## config.mk

```make
export PLATFORM = sky130hd
export DESIGN_NAME = morse_code_keyer
export DESIGN_NICKNAME = d
export VERILOG_FILES = /design/src/design/mck_pkg.sv /design/src/design/mck_front.sv /design/src/design/mck_queue.sv /design/src/design/mck_back.sv /design/src/design/morse_code_keyer.sv
export VERILOG_INCLUDE_DIRS = /design/src /design/src/design
export SDC_FILE = /design/constraint.sdc
export NUM_CORES = 1
export LEC_CHECK = 0
export ABC_AREA = 1
export BUFFER_PORTS_ARGS = -buffer_cell sky130_fd_sc_hd__buf_4
export CAP_MARGIN = 10
export CORE_MARGIN = 2
export CORE_UTILIZATION = 45
export CTS_BUF_LIST = sky130_fd_sc_hd__clkbuf_8
export DETAILED_ROUTE_END_ITERATION = 6
export PLACE_DENSITY = 0.66
export SYNTH_ARGS = -nofsm -noshare
export SYNTH_HDL_FRONTEND = slang
export SYNTH_SLANG_ARGS = --single-unit
export TNS_END_PERCENT = 5
```

## constraint.sdc

```tcl
create_clock -name clk -period 2.4 [get_ports clk]
set_input_delay 0.12 -clock clk [delete_from_list [all_inputs] [get_ports clk]]
set_output_delay 0.12 -clock clk [all_outputs]
set_load 0.02 [all_outputs]
```

## src/design/morse_code_keyer_macros.svh

```systemverilog
// ----------------------------------------------------------------------------
// Morse code keyer assertion macros
// Shared concurrent assertion wrappers; empty when SYNTH is defined.
// ----------------------------------------------------------------------------
`ifndef MORSE_CODE_KEYER_MACROS_SVH
`define MORSE_CODE_KEYER_MACROS_SVH

`ifndef SYNTH

// Checked on every rising edge of clk while rst_n is high
`define MCK_ASSERT(label, prop, msg) \
    label: assert property (@(posedge clk) disable iff (!rst_n) prop) \
        else $error(msg);

// Checked on every rising edge of clk, reset included
`define MCK_ASSERT_ALWAYS(label, prop, msg) \
    label: assert property (@(posedge clk) prop) else $error(msg);

`else

`define MCK_ASSERT(label, prop, msg)
`define MCK_ASSERT_ALWAYS(label, prop, msg)

`endif

`endif

```

## src/design/mck_pkg.sv

```systemverilog
// ----------------------------------------------------------------------------
// Morse code keyer package
// Character classes, element patterns, segment unit codes and the lookup.
// ----------------------------------------------------------------------------
package mck_pkg;

    localparam int CHAR_W      = 8;
    localparam int UNIT_W      = 16;
    localparam int DUR_W       = 18;
    localparam int MAP_W       = 5;
    localparam int IDX_W       = 3;

    localparam logic [UNIT_W-1:0] UNIT_TICKS_RESET = 16'd150;

    // ASCII codes used by the classifier
    localparam logic [CHAR_W-1:0] ASCII_SPACE   = 8'h20;
    localparam logic [CHAR_W-1:0] ASCII_ZERO    = 8'h30;
    localparam logic [CHAR_W-1:0] ASCII_NINE    = 8'h39;
    localparam logic [CHAR_W-1:0] ASCII_UPPER_A = 8'h41;
    localparam logic [CHAR_W-1:0] ASCII_UPPER_Z = 8'h5A;
    localparam logic [CHAR_W-1:0] ASCII_LOWER_A = 8'h61;
    localparam logic [CHAR_W-1:0] ASCII_LOWER_Z = 8'h7A;
    localparam logic [CHAR_W-1:0] ASCII_CASE    = 8'h20;

    // Segment length codes, in units
    localparam logic [1:0] UNITS_ONE   = 2'd0;
    localparam logic [1:0] UNITS_THREE = 2'd1;
    localparam logic [1:0] UNITS_FOUR  = 2'd2;

    // First element sits at the MSB of the dash map
    localparam logic [IDX_W-1:0] MAP_MSB = 3'd4;

    // One classified character as queued between front and back
    typedef struct packed {
        logic             is_space;
        logic [IDX_W-1:0] elem_count;   // 1..5 elements
        logic [MAP_W-1:0] dash_map;     // 1 = dash, element 0 at MSB
    } mck_entry_t;

    typedef struct packed {
        logic       keep;               // 0 = code produces no segments
        mck_entry_t entry;
    } mck_class_t;

    // Fold case and look up the Morse pattern of one character
    function automatic mck_class_t mck_classify(input logic [CHAR_W-1:0] code);
        logic [CHAR_W-1:0] c;
        mck_class_t        r;
        c = code;
        if (code >= ASCII_LOWER_A && code <= ASCII_LOWER_Z) begin
            c = code - ASCII_CASE;
        end
        r.keep             = 1'b1;
        r.entry.is_space   = 1'b0;
        r.entry.elem_count = 3'd1;
        r.entry.dash_map   = 5'b00000;
        case (c)
            8'h41: begin r.entry.elem_count = 3'd2; r.entry.dash_map = 5'b01000; end // A
            8'h42: begin r.entry.elem_count = 3'd4; r.entry.dash_map = 5'b10000; end // B
            8'h43: begin r.entry.elem_count = 3'd4; r.entry.dash_map = 5'b10100; end // C
            8'h44: begin r.entry.elem_count = 3'd3; r.entry.dash_map = 5'b10000; end // D
            8'h45: begin r.entry.elem_count = 3'd1; r.entry.dash_map = 5'b00000; end // E
            8'h46: begin r.entry.elem_count = 3'd4; r.entry.dash_map = 5'b00100; end // F
            8'h47: begin r.entry.elem_count = 3'd3; r.entry.dash_map = 5'b11000; end // G
            8'h48: begin r.entry.elem_count = 3'd4; r.entry.dash_map = 5'b00000; end // H
            8'h49: begin r.entry.elem_count = 3'd2; r.entry.dash_map = 5'b00000; end // I
            8'h4A: begin r.entry.elem_count = 3'd4; r.entry.dash_map = 5'b01110; end // J
            8'h4B: begin r.entry.elem_count = 3'd3; r.entry.dash_map = 5'b10100; end // K
            8'h4C: begin r.entry.elem_count = 3'd4; r.entry.dash_map = 5'b01000; end // L
            8'h4D: begin r.entry.elem_count = 3'd2; r.entry.dash_map = 5'b11000; end // M
            8'h4E: begin r.entry.elem_count = 3'd2; r.entry.dash_map = 5'b10000; end // N
            8'h4F: begin r.entry.elem_count = 3'd3; r.entry.dash_map = 5'b11100; end // O
            8'h50: begin r.entry.elem_count = 3'd4; r.entry.dash_map = 5'b01100; end // P
            8'h51: begin r.entry.elem_count = 3'd4; r.entry.dash_map = 5'b11010; end // Q
            8'h52: begin r.entry.elem_count = 3'd3; r.entry.dash_map = 5'b01000; end // R
            8'h53: begin r.entry.elem_count = 3'd3; r.entry.dash_map = 5'b00000; end // S
            8'h54: begin r.entry.elem_count = 3'd1; r.entry.dash_map = 5'b10000; end // T
            8'h55: begin r.entry.elem_count = 3'd3; r.entry.dash_map = 5'b00100; end // U
            8'h56: begin r.entry.elem_count = 3'd4; r.entry.dash_map = 5'b00010; end // V
            8'h57: begin r.entry.elem_count = 3'd3; r.entry.dash_map = 5'b01100; end // W
            8'h58: begin r.entry.elem_count = 3'd4; r.entry.dash_map = 5'b10010; end // X
            8'h59: begin r.entry.elem_count = 3'd4; r.entry.dash_map = 5'b10110; end // Y
            8'h5A: begin r.entry.elem_count = 3'd4; r.entry.dash_map = 5'b11000; end // Z
            8'h30: begin r.entry.elem_count = 3'd5; r.entry.dash_map = 5'b11111; end // 0
            8'h31: begin r.entry.elem_count = 3'd5; r.entry.dash_map = 5'b01111; end // 1
            8'h32: begin r.entry.elem_count = 3'd5; r.entry.dash_map = 5'b00111; end // 2
            8'h33: begin r.entry.elem_count = 3'd5; r.entry.dash_map = 5'b00011; end // 3
            8'h34: begin r.entry.elem_count = 3'd5; r.entry.dash_map = 5'b00001; end // 4
            8'h35: begin r.entry.elem_count = 3'd5; r.entry.dash_map = 5'b00000; end // 5
            8'h36: begin r.entry.elem_count = 3'd5; r.entry.dash_map = 5'b10000; end // 6
            8'h37: begin r.entry.elem_count = 3'd5; r.entry.dash_map = 5'b11000; end // 7
            8'h38: begin r.entry.elem_count = 3'd5; r.entry.dash_map = 5'b11100; end // 8
            8'h39: begin r.entry.elem_count = 3'd5; r.entry.dash_map = 5'b11110; end // 9
            ASCII_SPACE: begin
                r.entry.is_space = 1'b1;
            end
            default: begin
                r.keep = 1'b0;
            end
        endcase
        return r;
    endfunction

endpackage

```

## src/design/mck_front.sv

```systemverilog
// ----------------------------------------------------------------------------
// Morse code keyer front end
// Accepts characters, classifies them and pushes keyable ones to the queue.
// ----------------------------------------------------------------------------
module mck_front (
    input  logic                       in_valid,
    output logic                       in_stall,
    input  logic [mck_pkg::CHAR_W-1:0] char_code,
    input  logic                       queue_full,
    output logic                       push,
    output mck_pkg::mck_entry_t        push_data
);
    import mck_pkg::*;

    mck_class_t char_class;

    // Table lookup of the incoming character
    assign char_class = mck_classify(char_code);

    // Hold off input while the queue has no room; unknown codes are dropped
    assign in_stall  = queue_full;
    assign push      = in_valid && !queue_full && char_class.keep;
    assign push_data = char_class.entry;

endmodule

```

## src/design/mck_queue.sv

```systemverilog
// ----------------------------------------------------------------------------
// Morse code keyer entry queue
// Small register FIFO between the front end and the segment sequencer.
// ----------------------------------------------------------------------------
`include "morse_code_keyer_macros.svh"

module mck_queue #(
    parameter int DEPTH = 2
) (
    input  logic                clk,
    input  logic                rst_n,
    input  logic                wr_en,
    input  mck_pkg::mck_entry_t wr_data,
    output logic                full,
    input  logic                rd_en,
    output logic                rd_valid,
    output mck_pkg::mck_entry_t rd_data
);
    import mck_pkg::*;

    localparam int PTR_W = (DEPTH > 1) ? $clog2(DEPTH) : 1;
    localparam int CNT_W = $clog2(DEPTH + 1);

    mck_entry_t       mem_reg [DEPTH];
    logic [PTR_W-1:0] wr_ptr_reg;
    logic [PTR_W-1:0] wr_ptr_next;
    logic [PTR_W-1:0] rd_ptr_reg;
    logic [PTR_W-1:0] rd_ptr_next;
    logic [CNT_W-1:0] count_reg;
    logic [CNT_W-1:0] count_next;
    logic             do_wr;
    logic             do_rd;

    assign full     = (count_reg == CNT_W'(DEPTH));
    assign rd_valid = (count_reg != '0);
    assign rd_data  = mem_reg[rd_ptr_reg];
    assign do_wr    = wr_en && !full;
    assign do_rd    = rd_en && rd_valid;

    // Pointer wrap and occupancy
    always_comb
    begin
        wr_ptr_next = wr_ptr_reg;
        rd_ptr_next = rd_ptr_reg;
        count_next  = count_reg;
        if (do_wr)
        begin
            wr_ptr_next = (wr_ptr_reg == PTR_W'(DEPTH - 1)) ? '0 : wr_ptr_reg + 1'b1;
        end
        if (do_rd)
        begin
            rd_ptr_next = (rd_ptr_reg == PTR_W'(DEPTH - 1)) ? '0 : rd_ptr_reg + 1'b1;
        end
        if (do_wr && !do_rd)
        begin
            count_next = count_reg + 1'b1;
        end
        else if (do_rd && !do_wr)
        begin
            count_next = count_reg - 1'b1;
        end
    end

    always_ff @(posedge clk or negedge rst_n)
    begin
        if (!rst_n)
        begin
            wr_ptr_reg <= '0;
            rd_ptr_reg <= '0;
            count_reg  <= '0;
        end
        else
        begin
            wr_ptr_reg <= wr_ptr_next;
            rd_ptr_reg <= rd_ptr_next;
            count_reg  <= count_next;
        end
    end

    // Entry storage
    always_ff @(posedge clk)
    begin
        if (do_wr)
        begin
            mem_reg[wr_ptr_reg] <= wr_data;
        end
    end

    `MCK_ASSERT(a_count_bound, count_reg <= CNT_W'(DEPTH), "queue count above depth")
    `MCK_ASSERT(a_no_push_full, !(wr_en && full), "push into a full queue")

endmodule

```

## src/design/mck_back.sv

```systemverilog
// ----------------------------------------------------------------------------
// Morse code keyer back end
// Steps through queued patterns and emits one keying segment per transfer.
// ----------------------------------------------------------------------------
`include "morse_code_keyer_macros.svh"

module mck_back (
    input  logic                       clk,
    input  logic                       rst_n,
    input  logic                       cfg_wr_en,
    input  logic [mck_pkg::UNIT_W-1:0] cfg_wr_data,
    input  logic                       queue_valid,
    input  mck_pkg::mck_entry_t        queue_data,
    output logic                       queue_pop,
    output logic                       out_valid,
    input  logic                       out_stall,
    output logic                       key_on,
    output logic [mck_pkg::DUR_W-1:0]  duration,
    output logic                       last_segment
);
    import mck_pkg::*;

    logic [UNIT_W-1:0] unit_ticks_reg;
    logic              busy_reg;
    logic              busy_next;
    mck_entry_t        entry_reg;
    mck_entry_t        entry_next;
    logic [IDX_W-1:0]  elem_idx_reg;
    logic [IDX_W-1:0]  elem_idx_next;
    logic              gap_reg;
    logic              gap_next;
    logic              out_valid_reg;
    logic              out_valid_next;
    logic              key_on_reg;
    logic [DUR_W-1:0]  duration_reg;
    logic              last_reg;

    logic              seg_ready;
    logic              advance;
    logic              seg_on;
    logic [1:0]        seg_units;
    logic              seg_last;
    logic              last_elem;
    logic              finishing;
    logic [DUR_W-1:0]  seg_dur;

    // Unit length register
    always_ff @(posedge clk or negedge rst_n)
    begin
        if (!rst_n)
        begin
            unit_ticks_reg <= UNIT_TICKS_RESET;
        end
        else if (cfg_wr_en)
        begin
            unit_ticks_reg <= cfg_wr_data;
        end
    end

    // Current segment from pattern, element index and phase
    assign last_elem = (elem_idx_reg == entry_reg.elem_count - 3'd1);

    always_comb
    begin
        if (entry_reg.is_space)
        begin
            seg_on    = 1'b0;
            seg_units = UNITS_FOUR;
            seg_last  = 1'b1;
        end
        else if (!gap_reg)
        begin
            seg_on    = 1'b1;
            seg_units = entry_reg.dash_map[MAP_MSB - elem_idx_reg] ? UNITS_THREE : UNITS_ONE;
            seg_last  = 1'b0;
        end
        else
        begin
            seg_on    = 1'b0;
            seg_units = last_elem ? UNITS_THREE : UNITS_ONE;
            seg_last  = last_elem;
        end
    end

    // Length in ticks: 1, 3 or 4 units by shift and add
    always_comb
    begin
        case (seg_units)
            UNITS_ONE:   seg_dur = {2'b00, unit_ticks_reg};
            UNITS_THREE: seg_dur = {2'b00, unit_ticks_reg} + {1'b0, unit_ticks_reg, 1'b0};
            UNITS_FOUR:  seg_dur = {unit_ticks_reg, 2'b00};
            default:     seg_dur = '0;
        endcase
    end

    // Sequencer control
    assign seg_ready = !out_valid_reg || !out_stall;
    assign advance   = busy_reg && seg_ready;
    assign finishing = advance && seg_last;
    assign queue_pop = queue_valid && (!busy_reg || finishing);

    always_comb
    begin
        busy_next     = busy_reg;
        entry_next    = entry_reg;
        elem_idx_next = elem_idx_reg;
        gap_next      = gap_reg;
        if (queue_pop)
        begin
            busy_next     = 1'b1;
            entry_next    = queue_data;
            elem_idx_next = '0;
            gap_next      = 1'b0;
        end
        else if (finishing)
        begin
            busy_next = 1'b0;
            gap_next  = 1'b0;
        end
        else if (advance)
        begin
            if (gap_reg)
            begin
                gap_next      = 1'b0;
                elem_idx_next = elem_idx_reg + 3'd1;
            end
            else
            begin
                gap_next = 1'b1;
            end
        end
    end

    assign out_valid_next = seg_ready ? advance : out_valid_reg;

    always_ff @(posedge clk or negedge rst_n)
    begin
        if (!rst_n)
        begin
            busy_reg      <= 1'b0;
            elem_idx_reg  <= '0;
            gap_reg       <= 1'b0;
            out_valid_reg <= 1'b0;
        end
        else
        begin
            busy_reg      <= busy_next;
            elem_idx_reg  <= elem_idx_next;
            gap_reg       <= gap_next;
            out_valid_reg <= out_valid_next;
        end
    end

    // Pattern and output payload
    always_ff @(posedge clk)
    begin
        entry_reg <= entry_next;
        if (advance)
        begin
            key_on_reg   <= seg_on;
            duration_reg <= seg_dur;
            last_reg     <= seg_last;
        end
    end

    assign out_valid    = out_valid_reg;
    assign key_on       = key_on_reg;
    assign duration     = duration_reg;
    assign last_segment = last_reg;

    `MCK_ASSERT(a_on_not_last, (out_valid_reg && key_on_reg) |-> !last_reg, "on segment ends char")
    `MCK_ASSERT_ALWAYS(a_gap_busy, !rst_n || !gap_reg || busy_reg, "gap phase while idle")
    `MCK_ASSERT(a_idx_range, busy_reg |-> (elem_idx_reg < entry_reg.elem_count), "index range")

endmodule

```

## src/design/morse_code_keyer.sv

```systemverilog
// ----------------------------------------------------------------------------
// Morse code keyer
// ASCII character in, Morse keying segments (level and length in ticks) out.
// ----------------------------------------------------------------------------
// A character is taken and queued (QUEUE_DEPTH entries) unless its code is
// not a letter, digit or space, in which case it is dropped with no output.
// The segment sequencer then delivers one segment per cycle while out_stall
// is low: a character with n Morse elements gives 2n segments (at most ten,
// for a digit), a space gives one 4-unit off segment. Segment lengths are 1,
// 3 or 4 times the unit length, formed by shift and add from the unit
// register. Sustained rate is therefore set by the sequencer's output, one
// segment per cycle when not stalled; input is held off only on a full queue.
// ----------------------------------------------------------------------------
module morse_code_keyer #(
    parameter int QUEUE_DEPTH = 2
) (
    input  logic                       clk,
    input  logic                       rst_n,
    input  logic                       cfg_wr_en,
    input  logic [mck_pkg::UNIT_W-1:0] cfg_wr_data,
    input  logic                       in_valid,
    output logic                       in_stall,
    input  logic [mck_pkg::CHAR_W-1:0] char_code,
    output logic                       out_valid,
    input  logic                       out_stall,
    output logic                       key_on,
    output logic [mck_pkg::DUR_W-1:0]  duration,
    output logic                       last_segment
);
    import mck_pkg::*;

    logic       queue_full;
    logic       push;
    mck_entry_t push_data;
    logic       queue_pop;
    logic       queue_valid;
    mck_entry_t queue_data;

    // Character classification
    mck_front u_front (
        .in_valid   (in_valid),
        .in_stall   (in_stall),
        .char_code  (char_code),
        .queue_full (queue_full),
        .push       (push),
        .push_data  (push_data)
    );

    // Pattern queue
    mck_queue #(
        .DEPTH (QUEUE_DEPTH)
    ) u_queue (
        .clk      (clk),
        .rst_n    (rst_n),
        .wr_en    (push),
        .wr_data  (push_data),
        .full     (queue_full),
        .rd_en    (queue_pop),
        .rd_valid (queue_valid),
        .rd_data  (queue_data)
    );

    // Segment sequencer
    mck_back u_back (
        .clk          (clk),
        .rst_n        (rst_n),
        .cfg_wr_en    (cfg_wr_en),
        .cfg_wr_data  (cfg_wr_data),
        .queue_valid  (queue_valid),
        .queue_data   (queue_data),
        .queue_pop    (queue_pop),
        .out_valid    (out_valid),
        .out_stall    (out_stall),
        .key_on       (key_on),
        .duration     (duration),
        .last_segment (last_segment)
    );

endmodule
```

==> flow_metrics.env <==
export IMPL_wirelength_um=11100
export IMPL_pre_cts_slack_ps=-17.9
export IMPL_final_core_util_pct=58.6
export IMPL_worstSetupStartpointType="flop"
export IMPL_ys_warn_count=0
export IMPL_synthTopCellsByArea="edfxtp_1, dfrtp_1, nand2_1"
export IMPL_synth_edf_count=47
export IMPL_num_vias=4009
export IMPL_overflow=0
export IMPL_period_needed_ps=2240
export IMPL_die_height_um=104
export IMPL_clkTransAtPathRegs_ps=80
export IMPL_reg2regPathDepth=8
export IMPL_syn_nets=587
export IMPL_fmaxAchievable_mhz=446
export IMPL_p_per_area_mw_per_mm2=1030
export IMPL_yosys_top_cells_count="nand2_1, inv_1, edfxtp_1"
export IMPL_nFillCells=883
export IMPL_drive_gt1_share_pct=22.3
export IMPL_vdd_ir_drop_worst_mv=0.479
export IMPL_num_io_pins=51
export IMPL_worstHoldStart="cfg_wr_en"
export IMPL_hold_path_depth=3
export IMPL_cts_num_sinks=73
export IMPL_track_usage_pct=20.7
export IMPL_setup_ws_ps=158
export IMPL_synth_seq_cells=73
export IMPL_slew_viol_final=0
export IMPL_dp_cells=739
export IMPL_synth_most_common_cell="nand2_1"
export IMPL_cp_top_family="flip-flops"
export IMPL_numCtsBuffers=9
export IMPL_grt_pass1_vias=3852
export IMPL_initial_utilization_pct=46.4
export IMPL_cts_htree_levels=3
export IMPL_drt_pass1_iterations=5
export IMPL_setup_viol=0
export IMPL_clock_path_buffers=2
export IMPL_max_cap_violations=0
export IMPL_fin_nets=687
export IMPL_synth_area_per_cell_um2=8.47
export IMPL_num_rows=36
export IMPL_synthCells=536
export IMPL_multi_input_area_mm2=0.00221
export IMPL_synth_top_flop_cell="edfxtp_1"
export IMPL_ff2ff_setup_slack_ps=160
export IMPL_yosysTopAreaCell="edfxtp_1"
export IMPL_outcome="completed"
export IMPL_rr_startpoint="u_back.unit_ticks_reg[2]"
export IMPL_die_area_mm2=0.0109
export IMPL_routedWlPerCell_um=14.3
export IMPL_area_delta_synth_final_pct=26.2
export IMPL_critPathRequiredTime_ps=2480
export IMPL_cts_root_buf="clkbuf_8"
export IMPL_die_x_um=104
export IMPL_syn_area_mm2=0.00454
export IMPL_path_buf_inv=1
export IMPL_slowest_delay_ps=590
export IMPL_synth_async_sr_flop_share_pct=35.6
export IMPL_worstPathMaxFanout=5
export IMPL_synth_top_area_share_pct=31.1
export IMPL_holdWs_ps=119
export IMPL_path_cells="ha_1, a21oi_1, o21ai_1, nor2_1, buf_4, o21ai_0, xor2_1, o221ai_1"
export IMPL_hold_viol=0
export IMPL_cp_arrival_ps=2320
export IMPL_grt_max_degree=33
export IMPL_cts_tree="done"
export IMPL_leakagePower_nw=2.66
export IMPL_critPathSlowestCell="dfstp_2"
export IMPL_routabilityCongestion=0.924
export IMPL_drc=0
export IMPL_yosysSeqAreaShare_pct=45.5
export IMPL_core_area_mm2=0.00977
export IMPL_fin_crit_sh_pct=93.4
export IMPL_hold_path_end="u_back.unit_ticks_reg[2]"
export IMPL_max_slew_margin_pct=66.7
export IMPL_grt_pass1_wl_um=18200
export IMPL_dpl_hpwl_um=8410
export IMPL_diodes=0
export IMPL_clock_latency_ps=360
export IMPL_route_antenna_remaining_nets=0
export IMPL_drtIter0Drc=237
export IMPL_r2r_end="u_back.duration[14]"
export IMPL_io_buffers=50
export IMPL_fin_cells=774
export IMPL_worstMarginPinSlew_ps=493
export IMPL_hp_class="in -> reg"
export IMPL_regArea_mm2=0.00207
export IMPL_antenna_found_initial=0
export IMPL_worstSetupPathType="reg -> reg"
export IMPL_avgViaCountPerCell=5.18
export IMPL_synthDistinctLibCells=43
export IMPL_worst_setup_path_end_kind="flop"
export IMPL_skew_ps=14.6
-- how the worst max path moves through the flow --
stage | start | end | slack, ps | cells after the start
after floorplan | u_back.entry_reg[5] | u_queue.count_reg[1] | 140 | 15
after global placement | char_code[1] | u_queue.count_reg[1] | 50 | 19
after CTS | u_back.entry_reg[5] | u_queue.count_reg[1] | 20 | 15
after detailed placement | char_code[1] | u_queue.count_reg[1] | -20 | 17
final | u_back.unit_ticks_reg[2] | u_back.duration[14] | 160 | 8
after global routing | u_back.entry_reg[5] | u_back.entry_reg[3] | -30 | 13
-- layout make-up --
cell class                 count  share of cell area [%]
multi-input combinational    382                    38.6
sequential                    73                    36.1
clock inverter                 6                    1.86
clock buffer                  10                    2.40
tap                          133                    2.91
timing repair buffer          94                    13.1
inverter                      76                    5.05
-- cells in the final DEF, fill, tap and decap left out, types with 2 or more instances in the layout --
cell | Yosys | layout
bufinv_16 | 0 | 3
dfrtp_1 | 22 | 22
nor2_1 | 46 | 44
o41ai_1 | 2 | 2
nand3_1 | 26 | 26
inv_2 | 5 | 5
or2_2 | 3 | 3
clkinvlp_4 | 0 | 2
nor3_1 | 4 | 4
and3_1 | 2 | 2
nand3_2 | 4 | 4
xor2_1 | 7 | 7
a21o_1 | 3 | 3
clkbuf_8 | 0 | 10
o21ai_1 | 3 | 4
o21bai_1 | 2 | 2
nand4_1 | 12 | 12
dlygate4sd3_1 | 0 | 18
a21oi_1 | 22 | 21
nand2_2 | 8 | 10
inv_1 | 68 | 68
xnor2_1 | 9 | 8
nand2_4 | 4 | 4
ha_1 | 21 | 20
nor2_4 | 6 | 6
clkinv_1 | 3 | 3
o221ai_1 | 12 | 12
o22ai_1 | 4 | 4
nor2_2 | 5 | 7
o211ai_1 | 2 | 2
o21ai_0 | 41 | 40
dfstp_2 | 4 | 4
buf_4 | 0 | 76
nand2_1 | 121 | 119
edfxtp_1 | 47 | 47
-- stage by stage --
step | power (W) | area, um2 | TNS [ps]
after floorplan | 0.00365 | 4540 | 0
after global placement | 0.00452 | 5250 | 0
after detailed placement | 0.00457 | 5250 | -17.9
after CTS | 0.00580 | 5680 | 0
after global routing | 0.00625 | 5730 | -203
final | 0.00588 | 5730 | 0
-- cell families after synthesis --
| logic type | share of synthesized area (%) |
|---|---|
| simple gates | 25.1 |
| compound gates | 13.4 |
| buf+inv | 6.70 |
| flops | 45.5 |
| fa+ha+maj | 6.23 |
| xor+xnor | 3.09 |
-- worst register-to-register path, delay by kind of cell (launching register included) --
kind / cells / cell delay, ps
buffers and inverters: 1 / 160
and+or+nand+nor: 1 / 170
DFF: 1 / 590
xor gates and xnor gates: 1 / 200
adders and majority gates: 1 / 300
AOI/OAI and AO/OA: 4 / 550
-- per-layer routing --
metal / vias up / wire (um) / GRT usage [%]
met1: 1841 / 5080 / 27.5
met5: - / 0 / 0
met2: 124 / 5090 / 33.8
li1: 2023 / - / -
met4: 0 / 238 / 7.24
met3: 21 / 665 / 3.88
-- timing repair --
action | 4_1_cts | 5_1_grt
gates cloned | 0 | 0
pin swaps | 0 | 2
resized for setup | 0 | 12
setup buffers | 1 | 0
endpoints found under the setup margin | 1 | 14
hold buffers | 18 | 0
hold endpoints to repair | 43 | 0
-- where the power goes --
part | total [W] | switching (W) | internal, W
sequential | 0.00208 | 0.000208 | 0.00187
clock | 0.00118 | 0.000463 | 0.000713
combinational | 0.00262 | 0.00157 | 0.00106
total | 0.00588 | 0.00224 | 0.00364
Note: power is estimated with default switching activity, not from simulation.
